File: config.mk
export PLATFORM = sky130hd
export DESIGN_NAME = ppc_ctrl
export DESIGN_NICKNAME = d
export VERILOG_FILES = /design/src/rtl/ppc_pkg.sv /design/src/rtl/ppc_ctrl.sv
export SDC_FILE = /design/constraint.sdc
export NUM_CORES = 1
export LEC_CHECK = 0
export BUFFER_PORTS_ARGS = -buffer_cell sky130_fd_sc_hd__buf_2
export CAP_MARGIN = 20
export CORE_AREA = 10 10 47 49
export CTS_BUF_LIST = sky130_fd_sc_hd__clkbuf_4 sky130_fd_sc_hd__clkbuf_8
export CTS_CLUSTER_DIAMETER = 40
export DETAILED_ROUTE_END_ITERATION = 10
export DIE_AREA = 0 0 57 59
export HOLD_SLACK_MARGIN = 0.1
export SLEW_MARGIN = 0
export SYNTH_ARGS = -nofsm -noshare
export SYNTH_HDL_FRONTEND = slang
export SYNTH_SLANG_ARGS = --single-unit
export TNS_END_PERCENT = 50
File: constraint.sdc
create_clock -name clk_i -period 1.4 [get_ports clk_i]
set_input_delay 0.14 -clock clk_i [delete_from_list [all_inputs] [get_ports clk_i]]
set_output_delay 0.14 -clock clk_i [all_outputs]
set_load 0.05 [all_outputs]
File: src/rtl/ppc_pkg.sv
// Package for the promotable priority collection.
// Holds sizes, opcode and status codes, and the controller/datapath structs.
// No dependencies.
package ppc_pkg;

  // Table geometry and field widths.
  localparam int unsigned CAPACITY      = 256;
  localparam int unsigned ID_BITS       = $clog2(CAPACITY);
  localparam int unsigned NEXT_BITS     = ID_BITS + 1;
  localparam int unsigned PAYLOAD_BITS  = 32;
  localparam int unsigned PRIORITY_BITS = 16;
  localparam int unsigned OP_BITS       = 3;
  localparam int unsigned STATUS_BITS   = 2;

  // Operation codes.
  localparam logic [OP_BITS-1:0] OP_ADD      = 3'd0;
  localparam logic [OP_BITS-1:0] OP_PROMOTE  = 3'd1;
  localparam logic [OP_BITS-1:0] OP_IS_VALID = 3'd2;
  localparam logic [OP_BITS-1:0] OP_GET      = 3'd3;
  localparam logic [OP_BITS-1:0] OP_GET_MAX  = 3'd4;
  localparam logic [OP_BITS-1:0] OP_POP_MAX  = 3'd5;

  // Status codes.
  localparam logic [STATUS_BITS-1:0] ST_OK    = 2'd0;
  localparam logic [STATUS_BITS-1:0] ST_FULL  = 2'd1;
  localparam logic [STATUS_BITS-1:0] ST_EMPTY = 2'd2;
  localparam logic [STATUS_BITS-1:0] ST_BADID = 2'd3;

  // Read address sources for the table memories.
  typedef enum logic [1:0] {
    RD_ID,
    RD_SCAN,
    RD_BEST
  } rd_sel_e;

  // Commands from the controller to the datapath.
  typedef struct packed {
    logic    capture;
    logic    add_exec;
    logic    lookup_exec;
    logic    scan_start;
    logic    scan_step;
    logic    max_exec;
    logic    out_load;
    rd_sel_e rd_sel;
  } ppc_cmd_t;

  // Status from the datapath to the controller.
  typedef struct packed {
    logic [OP_BITS-1:0] op;
    logic               scan_last;
  } ppc_sts_t;

endpackage

File: src/rtl/ppc_ctrl.sv
// Controller state machine for the promotable priority collection.
// Sequences add, lookup and max-scan operations; depends on ppc_pkg.
module ppc_ctrl import ppc_pkg::*; (
  input  logic     clk_i,
  input  logic     rst_ni,
  input  logic     req_valid_i,
  output logic     req_ready_o,
  output logic     rsp_valid_o,
  input  logic     rsp_ready_i,
  input  ppc_sts_t sts_i,
  output ppc_cmd_t cmd_o
);

  localparam logic [2:0] S_IDLE     = 3'd0;
  localparam logic [2:0] S_DISPATCH = 3'd1;
  localparam logic [2:0] S_LOOKUP   = 3'd2;
  localparam logic [2:0] S_SCAN     = 3'd3;
  localparam logic [2:0] S_DRAIN    = 3'd4;
  localparam logic [2:0] S_FETCH    = 3'd5;
  localparam logic [2:0] S_MAX      = 3'd6;
  localparam logic [2:0] S_DONE     = 3'd7;

  logic [2:0] state_q, state_d;
  logic       out_valid_q, out_valid_d;
  logic       out_free;

  assign req_ready_o = (state_q == S_IDLE);
  assign rsp_valid_o = out_valid_q;
  assign out_free    = !out_valid_q || rsp_ready_i;

  // Next state and command decode.
  always_comb begin
    state_d     = state_q;
    out_valid_d = out_valid_q;
    cmd_o       = '0;
    cmd_o.rd_sel = RD_ID;

    // The response word leaves when the sink takes it.
    if (out_valid_q && rsp_ready_i) begin
      out_valid_d = 1'b0;
    end

    case (state_q)
      S_IDLE: begin
        if (req_valid_i) begin
          cmd_o.capture = 1'b1;
          state_d       = S_DISPATCH;
        end
      end
      S_DISPATCH: begin
        if (sts_i.op == OP_ADD) begin
          cmd_o.add_exec = 1'b1;
          state_d        = S_DONE;
        end else if (sts_i.op == OP_GET_MAX || sts_i.op == OP_POP_MAX) begin
          cmd_o.scan_start = 1'b1;
          state_d          = S_SCAN;
        end else begin
          // Read the addressed entry; data is ready next cycle.
          cmd_o.rd_sel = RD_ID;
          state_d      = S_LOOKUP;
        end
      end
      S_LOOKUP: begin
        cmd_o.lookup_exec = 1'b1;
        state_d           = S_DONE;
      end
      S_SCAN: begin
        cmd_o.scan_step = 1'b1;
        cmd_o.rd_sel    = RD_SCAN;
        if (sts_i.scan_last) begin
          state_d = S_DRAIN;
        end
      end
      S_DRAIN: begin
        // Last compare of the scan happens in this cycle.
        state_d = S_FETCH;
      end
      S_FETCH: begin
        cmd_o.rd_sel = RD_BEST;
        state_d      = S_MAX;
      end
      S_MAX: begin
        cmd_o.max_exec = 1'b1;
        state_d        = S_DONE;
      end
      S_DONE: begin
        if (out_free) begin
          cmd_o.out_load = 1'b1;
          out_valid_d    = 1'b1;
          state_d        = S_IDLE;
        end
      end
      default: begin
        state_d = S_IDLE;
      end
    endcase
  end

  // State and response valid registers.
  always_ff @(posedge clk_i or negedge rst_ni) begin
    if (!rst_ni) begin
      state_q     <= S_IDLE;
      out_valid_q <= 1'b0;
    end else begin
      state_q     <= state_d;
      out_valid_q <= out_valid_d;
    end
  end

endmodule

== After elaboration in Yosys (flattened, before gate mapping) ==
Index checks and enable logic that the tools add are counted.

* Reductions and logical operators: 8
* Multiplexer cells: 22
* Equality and inequality tests: 12

{| class="wikitable"
|+ Operator list
! cell !! count
|-
| $pmux 3 s7 || 1
|-
| $eq 3x3->1 const B || 6
|-
| $mux 1 || 16
|-
| $mux 3 || 4
|-
| $eq 3x2->1 const B || 2
|-
| $logic_not 3->1 || 2
|-
| $ne 2x2->1 const B || 3
|-
| $pmux 2 s2 || 1
|-
| $eq 3x1->1 const B || 1
|-
| $reduce_and 3->1 || 1
|-
| $logic_or 1x1->1 || 2
|-
| $reduce_or 2->1 || 1
|-
| $logic_and 1x1->1 || 1
|-
| $logic_not 1->1 || 1
|}

* Word-level logic and storage cells: 44
* Register bits: 4
* Input port bits: 8
* Output and inout port bits: 11

== Longest topological paths before layout ==
Gate-level depths: netlist of run 1.

* Word-level depth: 5
* Depth in mapped cells: 4
* Mapped depth without buffers: 3

== Worst setup path before layout of run 1 ==
Ideal clock, no wire load.

* Path kind: register -> output
* Start: reg state_q[1]
* End: out cmd_o[8] in the netlist's numbering
* Data required time: 1,260 ps
* Path slack: -919 ps
* Path buffers: 1
* Stages on the path, launching flop included: 4
* Arrival time: 2,179 ps
* Cell sequence: dfrtp_1 > buf_2 > nor3_1 > and2_1

{| class="wikitable"
|+ RTL lines
! what !! RTL line !! source
|-
| start: declaration || ppc_ctrl.sv:23 || <nowiki>logic [2:0] state_q, state_d;</nowiki>
|-
| start signal: assignment || ppc_ctrl.sv:105 || <nowiki>state_q <= state_d;</nowiki>
|-
| end: declaration || ppc_ctrl.sv:11 || <nowiki>output ppc_cmd_t cmd_o</nowiki>
|}

==> results of run 1 <==
==> sequential cells by signal, indices dropped and copies added (netlist names) <==
name / cells
state_q: 3
rsp_valid_o: 1
==> what timing repair did <==
action | CTS | global route
pin swaps | 4 | 2
hold buffers | 1 | 0
gates resized for setup | 17 | 16
hold endpoints to repair | 4 | 0
setup endpoints to repair | 9 | 10
cloned | 1 | 0
buffers inserted | 5 | 3
==> per-stage QoR <==
step                      worst slack [ps]  setup TNS, ps  hold WS, ps
final                                 -121           -420          230
after global routing                  -179           -976          229
after CTS                             -115           -148          216
after detailed placement              40.6              0        -50.4
after global placement                55.0              0        -47.4
after floorplan                       -106           -373         -156
==> cells by family (layout without fill, tap and decap cells) <==
logic type	after synthesis	in the layout	share of synthesized area, %
DFF	4	4	33.5
AOI/OAI and AO/OA	5	5	14.2
and+or+nand+nor	21	21	40.2
buffers and inverters	6	38	12.1
==> routing by layer <==
layer / global-route usage, % / routed length (µm)
met2: 11.5 / 586
met3: 3.65 / 135
met5: 0 / 0
met1: 6.16 / 404
met4: 4.03 / 19
==> final timing paths <==
check / from / end / slack, ps / depth (start not counted)
min reg2reg: state_q[1] / state_q[1] / 680 / 3
max reg2reg: state_q[2] / state_q[0] / 90 / 4
min in group clk_i: rsp_ready_i / rsp_valid_o / 240 / 3
min: rst_ni / rsp_valid_o / 230 / 2
max in group asynchronous: rst_ni / state_q[1] / 1030 / 2
max: state_q[0] / cmd_o[7] / -120 / 4
==> layout by cell type (no fill, tap or decap) <==
cell type and n:
buf_12 1, bufbuf_16 1, o21bai_1 1, a31oi_1 1, nand2_1 2, buf_6 9
buf_8 3, and2_4 1, nor2_4 2, nand2b_1 1, dfrtp_1 3, a211oi_2 1
or3_4 1, nor3_2 1, and3_2 1, a211o_1 1, nor2b_1 1, clkbuf_4 3
buf_4 10, buf_2 8, nor3b_4 1, nor4_4 1, dlygate4sd3_1 1, nor3_4 2
a211oi_1 1, nor3_1 1, nand2b_4 1, dfrtp_2 1, nand3_4 1, inv_1 2
nor2_1 4
==> critical path, cell delays in order, from the launching register on <==
cell      delay (ps)
dfrtp_1          390
nand2b_4          70
or3_4            390
nor3_4           120
buf_6            180
==> area by class of cell <==
class	count	area (µm²)	share of cell area, %
multi-input cells	26	246	34.1
flip-flops and latches	4	101	14.0
repair buffers	33	324	44.9
clock buffers	3	22.5	3.12
well taps	16	20.0	2.77
inverters	2	7.51	1.04
==> power by group <==
part | internal [W] | switching [W]
Clock | 0.0000961 | 0.0000500
Combinational | 0.000731 | 0.000816
Sequential | 0.000179 | 0.0000595
Total | 0.00101 | 0.000925
==> results.md, run 1 <==
* Outcome: complete, but fails checks
* Violated checks: negative setup slack
* Post-place instance area at 490 µm²
* Nets@finish at 78
* Via density at 4.60
* Worst-path maximum fanout at 2
* ANT cells at 0
* Vias at 386
* CTS Buffer Depth at 2
* Synth-to-layout area growth at 141%
* Pwr/cell area at 2670 nW/µm²
* Cell taking the most area after synthesis: dfrtp_1
* Vias in the first global route at between 300 and 400
* #FFs+latches synth at 4
* Avg Cell Area, Syn at between 8 and 9 µm²
* Top cells by area, synth: dfrtp_1, nor2_1, nor3_1, nand2b_4, a211oi_2
* Data required time of the worst path at roughly 1300 ps
* Util after Layout at 51.5%
* Chip width at 57 µm
* Post-synthesis sequential area ratio at 33.5%
* Synth top area share at 33.5%
* I/O pins at 19
* GRT Overall Usage at 6.70%
* H-tree depth at 1
* Finished Cell Area at 722 µm²
* Syn nets at 44
* Final Hold Vio Count at 0
* Port bufs at 18
* Cell Area, Synth at 299 µm²
* 1st-iter DRT viols at 3
* Final critical-path share of the clock period at 109%
* Num Clock Sinks at 4
* Primary FF master, synth: dfrtp_1
* Final Max Tran Viols at 0
* Top-count cell post-synth: nor2_1
* Setup ws final at -121 ps
* Total grt overflow at 0
* Clock latency on the worst-skew pair at roughly 240 ps
* Layout cells sized above 1 at 72.1%
* HP Class: in2async
* Final WL at 1150 µm
* Core ar. at between 1000 and 1500 µm²
* Cell Count, Final, Fillers Out at 84
* First-pass GRT wire length at around 1700 µm
* Drt drc at 0
* Hpwl dp at between 700 and 800 µm
* Slew HR at 78.6%
* Setup CP Type: reg2out
* Antenna violations before repair at 0
* Pleak at 0.344 nW
* RSZ-0062 raised after global routing: true
* Drt first pass iters at 2
* Final setup violating endpoints at 8
* Root buffer cell: clkbuf_4
* Cell variety after synth at 22
* Synth top cells by count: nor2_1, dfrtp_1, nor3_1
* F_max at 657 MHz
* RD Place Congestion at 0.739
* Total CTS buffers at 3
* Starting density of the core at 21.3%
* Tot Pwr at 0.00193 W
* DIE HEIGHT at 59 µm
* Antenna viol nets, final at 0
* Critical Path Start Type: flip-flop
* Fillers at 132
* Dpl cells at 71
* Peak VDD IR at 1330 µV
* Max-cap violations at 0
* Largest net degree at the start of global routing at 10
* Worst-path clk slew at 40 ps
* Yosys warns at 0
* Final setup skew at 6.34 ps
* Post-synth EDFFs at 0
* Crit end category: output port
* # rows at 14
* Crit path time final at roughly 1500 ps
* CP Data Arrival Time at between 1000 and 1500 ps
* Die area at 3360 µm²
* Synth async-reset ratio at 100%
* Worst Tran Pin Value at 320 ps
* TritonCTS clock tree: built
* Post-Synthesis Cells at 36
* Wire per inst at between 10 and 15 µm
Note: power is estimated with default switching activity, not from simulation.
==> run 2, diff against run 1 <==
--- a/config.mk
+++ b/config.mk
@@ -5,14 +5,16 @@
 export SDC_FILE = /design/constraint.sdc
 export NUM_CORES = 1
 export LEC_CHECK = 0
-export BUFFER_PORTS_ARGS = -buffer_cell sky130_fd_sc_hd__buf_2
 export CAP_MARGIN = 20
 export CORE_AREA = 10 10 47 49
 export CTS_BUF_LIST = sky130_fd_sc_hd__clkbuf_4 sky130_fd_sc_hd__clkbuf_8
 export CTS_CLUSTER_DIAMETER = 40
 export DETAILED_ROUTE_END_ITERATION = 10
 export DIE_AREA = 0 0 57 59
+export DONT_BUFFER_PORTS = 1
+export GPL_TIMING_DRIVEN = 0
 export HOLD_SLACK_MARGIN = 0.1
+export SETUP_SLACK_MARGIN = 0.5
 export SLEW_MARGIN = 0
 export SYNTH_ARGS = -nofsm -noshare
 export SYNTH_HDL_FRONTEND = slang
==> run 2 against run 1 <==
Effect of this change: the flow still finishes with violations (negative setup slack); register-to-register slack gained 40 ps; routed wire length is 12% lower; critical path depth fell by 1; count of clock-buffer cells in the layout is the same; global-route usage down 0.33 points; critical path type unchanged; largest cell class is now multi-input combinational cells; largest power group unchanged.
==> results.md, run 2 (synthesis gave the netlist of run 1 again) <==
* Max reg flops at 3 (unchanged)
* Synth-to-layout area growth at 88.3%
* DIE HEIGHT at 59 µm (unchanged)
* Post-CTS Hold Buffers at 1 (unchanged)
* Fillers at 149 (+13%)
* Data required time of the worst path at 1260 ps (about the same)
* Clock latency on the worst-skew pair at 230 ps (about the same)
* RD Place Congestion at 0.650 (-12%)
* Crit-path slowest cell: nor3b_4
* Drt drc at 0 (unchanged)
* Vias in the first global route at 363 (-8.6%)
* CP Data Arrival Time at 1590 ps (+210 ps)
* Chip width at 57 µm (unchanged)
* Dpl cells at 52 (-27%)
* Slew HR at 42.2% (-36 points)
* Crit path time final at 1730 ps (+209 ps)
* First-pass GRT wire length at 1690 µm (-3.2%)
* Final Max Tran Viols at 0 (unchanged)
* 1st-iter DRT viols at 0 (-3)
* Worst Tran Pin Value at 863 ps (+543 ps)
* Final critical-path share of the clock period at 124% (+15 points)
* GRT Overall Usage at 6.37% (-0.33 points)
* Largest Register: state_q
* CTS Buffer Depth at 2 (unchanged)
* Final setup violating endpoints at 8 (unchanged)
* Worst-path clk slew at 40 ps (about the same)
* Antenna viol nets, final at 0 (unchanged)
* Port bufs at 0 (-18)
* Max-cap violations at 0 (unchanged)
* Drt first pass iters at 1 (-1)
* Outcome: complete, but fails checks
* Max stage delay on crit path at 530 ps (+140 ps)
* Setup CP Type: reg2out
* Final Hold Vio Count at 0 (unchanged)
* Critical path cell sequence: buf_8, nor3b_4, buf_6
* Final setup skew at 1.46 ps (-4.88 ps)
* ANT cells at 0 (unchanged)
* H-tree depth at 1 (unchanged)
* RSZ-0062 raised after global routing: true
* Setup TNS Final at -1590 ps (-1170 ps)
* Peak VDD IR at 1020 µV (-23%)
* Most frequent cells in the layout: buf_6, buf_4, nor2_1
* Num Clock Sinks at 4 (unchanged)
* Worst-path maximum fanout at 4 (+2)
* Root buffer cell: clkbuf_4
* Total CTS buffers at 3 (unchanged)
* Largest net degree at the start of global routing at 10 (unchanged)
* HP Class: in2reg
* Total grt overflow at 0 (unchanged)
* Critical Path Start Type: flip-flop
* Crit end category: output port
* Footprint of the multi-input gates at 254 µm² (+3.0%)
* Setup ws final at -330 ps (-209 ps)
* Vias at 317 (-18%)
* Wire per inst at 15.0 µm (+9.7%)
* Via density at 4.73 (+3.0%)
* TritonCTS clock tree: built
* Pwr/cell area at 2940 nW/µm² (+9.8%)
* Die area at 3360 µm² (unchanged)
* Final WL at 1000 µm (-12%)
* Starting density of the core at 21.3% (unchanged)
* Layout cells sized above 1 at 68.6% (-3.4 points)
* Tot Pwr at 0.00165 W (-14%)
* Min Hold Slack at 104 ps (-126 ps)
* F_max at 578 MHz (-12%)
* Nets@finish at 61 (-22%)
* Violated checks: negative setup slack
* # rows at 14 (unchanged)
* Cell Count, Final, Fillers Out at 67 (-20%)
* Pleak at 0.241 nW (-30%)
* Antenna violations before repair at 0 (unchanged)
* Hpwl dp at 701 µm (-8.8%)
* Core ar. at 1400 µm² (unchanged)
* I/O pins at 19 (unchanged)
* Register Area at 103 µm² (+1.2%)
-- run 2: cell count changes in the layout (fill, tap and decap cells not counted), sizes merged --
cell    previous run  this run
buf               31        15
bufbuf             1         0
-- run 2: final timing paths --
kind | start | to | slack (ps) | cells past startpoint
setup / recovery | state_q[2] | cmd_o[4] | -330 | 3
hold / removal | rsp_ready_i | rsp_valid_o | 100 | 2
setup reg to reg | state_q[0] | state_q[2] | 130 | 5
hold reg to reg | state_q[1] | state_q[1] | 630 | 3
max in group asynchronous | rst_ni | rsp_valid_o | 1040 | 1
min in group asynchronous | rst_ni | state_q[2] | 180 | 1
-- run 2: through the flow --
step	area [µm²]	worst slack, ps	util [%]
global placement	397	-163	28.3
detailed placement	397	-177	28.3
floorplan	377	-91.7	-
CTS	509	-367	36.3
finish	563	-330	40.2
global route	563	-397	40.2
-- run 2: cell type report --
class	count	area share [%]
plain buffers	4	8.67
multi-input cells	26	45.1
flip-flops and latches	4	18.2
well taps	16	3.56
repair buffers	12	19.1
inverters	2	1.33
clock buffers	3	4.00
-- run 2: worst max-delay path, delay by kind of cell (launching register included) --
family	cells	cell delay (ps)
buffers and inverters	2	390
and+or+nand+nor	1	530
DFF	1	430
-- run 2: repair_timing --
| action | 4_1_cts | 5_1_grt |
|---|---|---|
| resized for setup | 9 | 5 |
| endpoints found under the hold margin | 4 | 1 |
| pin swaps | 4 | 7 |
| endpoints found under the setup margin | 15 | 15 |
| buffers inserted | 7 | 4 |
-- run 2: metal layers --
layer  global-route usage (%)  part of all wire [%]  vias to the layer above
met3                     4.72                    11                        0
met4                     2.01                     0                        0
met2                     10.9                    53                       14
li1                         -                     -                      155
met1                     5.85                    35                      148
met5                        0                     0                        -
-- run 2: where the power goes --
part           switching (W)  internal (W)
Combinational       0.000739      0.000498
Sequential         0.0000955      0.000181
Clock              0.0000449     0.0000957
Total               0.000880      0.000774
==> run 3, diff against run 2 <==
--- a/config.mk
+++ b/config.mk
@@ -5,7 +5,7 @@
 export SDC_FILE = /design/constraint.sdc
 export NUM_CORES = 1
 export LEC_CHECK = 0
-export CAP_MARGIN = 20
+export ABC_AREA = 1
 export CORE_AREA = 10 10 47 49
 export CTS_BUF_LIST = sky130_fd_sc_hd__clkbuf_4 sky130_fd_sc_hd__clkbuf_8
 export CTS_CLUSTER_DIAMETER = 40
==> run 3 against run 2 <==
Effect of this change: the run still ends with negative setup slack left; die area unchanged; count of clock-buffer cells in the layout up 1; flip-flop and latch count unchanged; critical path type unchanged; critical endpoint is now cmd_o[5]; global-route usage up 0.43 points; core utilization up 4.9 points.
==> results.md, run 3 <==
* Drt drc at 0 (unchanged)
* Synth-to-layout area growth at 107%
* Vias in the first global route at 405 (+12%)
* Final WL at 1210 µm (+20%)
* Clock latency on the worst-skew pair at 240 ps (about the same)
* ANT cells at 0 (unchanged)
* Clock share of power at 9.6% (+1.1 points)
* F_max at 624 MHz (+7.9%)
* H-tree depth at 1 (unchanged)
* Data required time of the worst path at 1260 ps (about the same)
* Fillers at 141 (-5.4%)
* Cell variety after synth at 16 (-27%)
* Final Max Tran Viols at 0 (unchanged)
* Cell taking the most area after synthesis: dfrtp_1
* Tot Pwr at 0.00186 W (+12%)
* GRT Overall Usage at 6.80% (+0.43 points)
* RR Startpoint: state_q[2]
* Worst Hold Depth at 3 (+1)
* RSZ-0062 raised after global routing: true
* Outcome: complete, but fails checks
* I/O pins at 19 (unchanged)
* Post-CTS Hold Buffers at 1 (unchanged)
* Max-cap violations at 0 (unchanged)
* Largest Register: state_q
* Setup crit start: state_q[0]
* Avg Cell Area, Syn at 6.36 µm² (-23%)
* Wire per inst at 14.5 µm (-3.0%)
* # rows at 14 (unchanged)
* Post-Synthesis Cells at 48 (+33%)
* Pwr/cell area at 2940 nW/µm² (+0.11%)
* RD Place Congestion at 0.825 (+27%)
* Primary FF master, synth: dfrtp_1
* Post-synthesis sequential area ratio at 32.8% (-0.69 points)
* Crit path time final at 1600 ps (-126 ps)
* CP Data Arrival Time at 1460 ps (-130 ps)
* Num Clock Sinks at 4 (unchanged)
* Final critical-path share of the clock period at 115% (-9.0 points)
* Synth top cells by count: nand2_1, nor2_1, inv_1
* Setup CP Type: reg2out
* Die area at 3360 µm² (unchanged)
* Comb power frac at 75.8% (+1.0 points)
* Crit end category: output port
* Register Area at 104 µm² (+1.2%)
* Peak VDD IR at 1330 µV (+30%)
* Synth async-reset ratio at 100% (unchanged)
* Post-synth EDFFs at 0 (unchanged)
* Violated checks: negative setup slack
* DIE HEIGHT at 59 µm (unchanged)
* Sw frac at 53.9% (+0.72 points)
* Antenna viol nets, final at 0 (unchanged)
* Syn nets at 56 (+27%)
* Setup ws final at -204 ps (+126 ps)
* TritonCTS clock tree: built
* Starting density of the core at 21.8% (+0.45 points)
* Psw at 0.00100 W (+14%)
* Port bufs at 0 (unchanged)
* Total CTS buffers at 3 (unchanged)
* Layout cells sized above 1 at 67.2% (-1.5 points)
* Worst hold start: rsp_ready_i
* Post-place instance area at 384 µm² (-3.2%)
* Chip width at 57 µm (unchanged)
* Largest net degree at the start of global routing at 9 (-1)
* Antenna violations before repair at 0 (unchanged)
* Synth top area share at 32.8% (-0.69 points)
* Worst hold endpoint: rsp_valid_o
* CTS Buffer Depth at 2 (unchanged)
* Top cells by area, synth: dfrtp_1, nand2_1, nor2_1, inv_1, nand3_1
* Via density at 4.84 (+2.4%)
* FF-to-FF path depth at 9 (+4)
* Worst-path maximum fanout at 2 (-2)
* HP Class: in2reg
* Nets@finish at 76 (+25%)
* Top-count cell post-synth: nand2_1
* Core ar. at 1400 µm² (unchanged)
* Final setup violating endpoints at 7 (-1)
* #FFs+latches synth at 4 (unchanged)
* Internal power at 0.000856 W (+11%)
* Root buffer cell: clkbuf_4
* Critical Path Start Type: flip-flop
* Worst R2R End: state_q[2]
* Flop-to-flop setup slack at -50 ps (-180 ps)
* Final Hold Vio Count at 0 (unchanged)
* Worst-path clk slew at 40 ps (about the same)
* Slew HR at 50.0% (+7.8 points)
* Seq pwr share at 14.7% (-2.0 points)
* Yosys warns at 0 (unchanged)
* Cell Area, Synth at 305 µm² (+2.1%)
* Vias at 402 (+27%)
* Post-Place Worst Slack at -84.7 ps (+92.2 ps)
* Footprint of the multi-input gates at 267 µm² (+4.9%)
* Drt first pass iters at 2 (+1)
* Pleak at 0.294 nW (+22%)
* Total grt overflow at 0 (unchanged)
* First-pass GRT wire length at 1760 µm (+4.1%)
* Worst Tran Pin Value at 744 ps (-119 ps)
* Max reg flops at 3 (unchanged)
* Hpwl dp at 702 µm (+0.26%)
* Final setup skew at 8.29 ps (+6.83 ps)
* Most frequent cells in the layout: nor2_4, nand2_1, buf_4
* 1st-iter DRT viols at 6 (+6)
* Finished Cell Area at 632 µm² (+12%)
-- run 3: cells by family (layout without fill, tap and decap cells) --
family          after synthesis  count (layout)  share of synthesized area [%]
buf+inv                      10              29                           14.8
compound gates                2               2                           3.28
simple gates                 32              32                           49.2
flops                         4               4                           32.8
-- run 3: final cells by class --
cell class                      count  share of cell area (%)
Inverter                            8                    6.14
Buffer                              2                    4.16
Timing Repair Buffer               15                    23.2
Clock buffer                        4                    4.75
Sequential cell                     4                    16.4
Tap cell                           16                    3.17
Multi-Input combinational cell     34                    42.2
-- run 3: worst max path at each step --
stage,to,slack (ps),cells past startpoint
final,cmd_o[5],-200,3
after detailed placement,cmd_o[5],-80,3
after floorplan,cmd_o[5],10,3
after global placement,cmd_o[5],-70,3
after global routing,cmd_o[5],-240,3
after CTS,cmd_o[5],-320,3
-- run 3: through the flow --
step | hold slack (ps) | setup TNS, ps | util [%] | std cells
floorplan | -156 | 0 | - | 48
global placement | -155 | -70.6 | 27.4 | 64
detailed placement | -155 | -84.7 | 27.4 | 64
CTS | 39.9 | -490 | 38.6 | 77
global route | 69.7 | -1020 | 45.1 | 83
finish | 52.9 | -690 | 45.1 | 83
-- run 3: layer usage --
| layer | vias up | part of all wire (%) | track usage (%) |
|---|---|---|---|
| li1 | 188 | - | - |
| met1 | 194 | 36 | 5.85 |
| met2 | 16 | 52 | 11.0 |
| met3 | 4 | 6.5 | 2.36 |
| met4 | 0 | 5.4 | 8.72 |
| met5 | - | 0 | 0 |
-- run 3: worst max-delay path: stages (launching register included) --
cell	delay [ps]
dfrtp_2	380
inv_2	40
or2_4	250
nor4_4	560
-- run 3: what timing repair did --
action,in CTS,in global routing
buffers inserted,8,6
setup endpoints to repair,15,15
pin swaps,10,8
resized for setup,18,8
endpoints found under the hold margin,6,2
-- run 3: power by group through the flow --
stage	sequential (W)	combinational, W	clock [W]
5_1_grt	0.000275	0.00148	0.000189
3_3_place_gp	0.000285	0.000821	0
3_5_place_dp	0.000286	0.000824	0
4_1_cts	0.000266	0.00115	0.000182
2_1_floorplan	0.000269	0.000759	0
6_report	0.000273	0.00141	0.000178
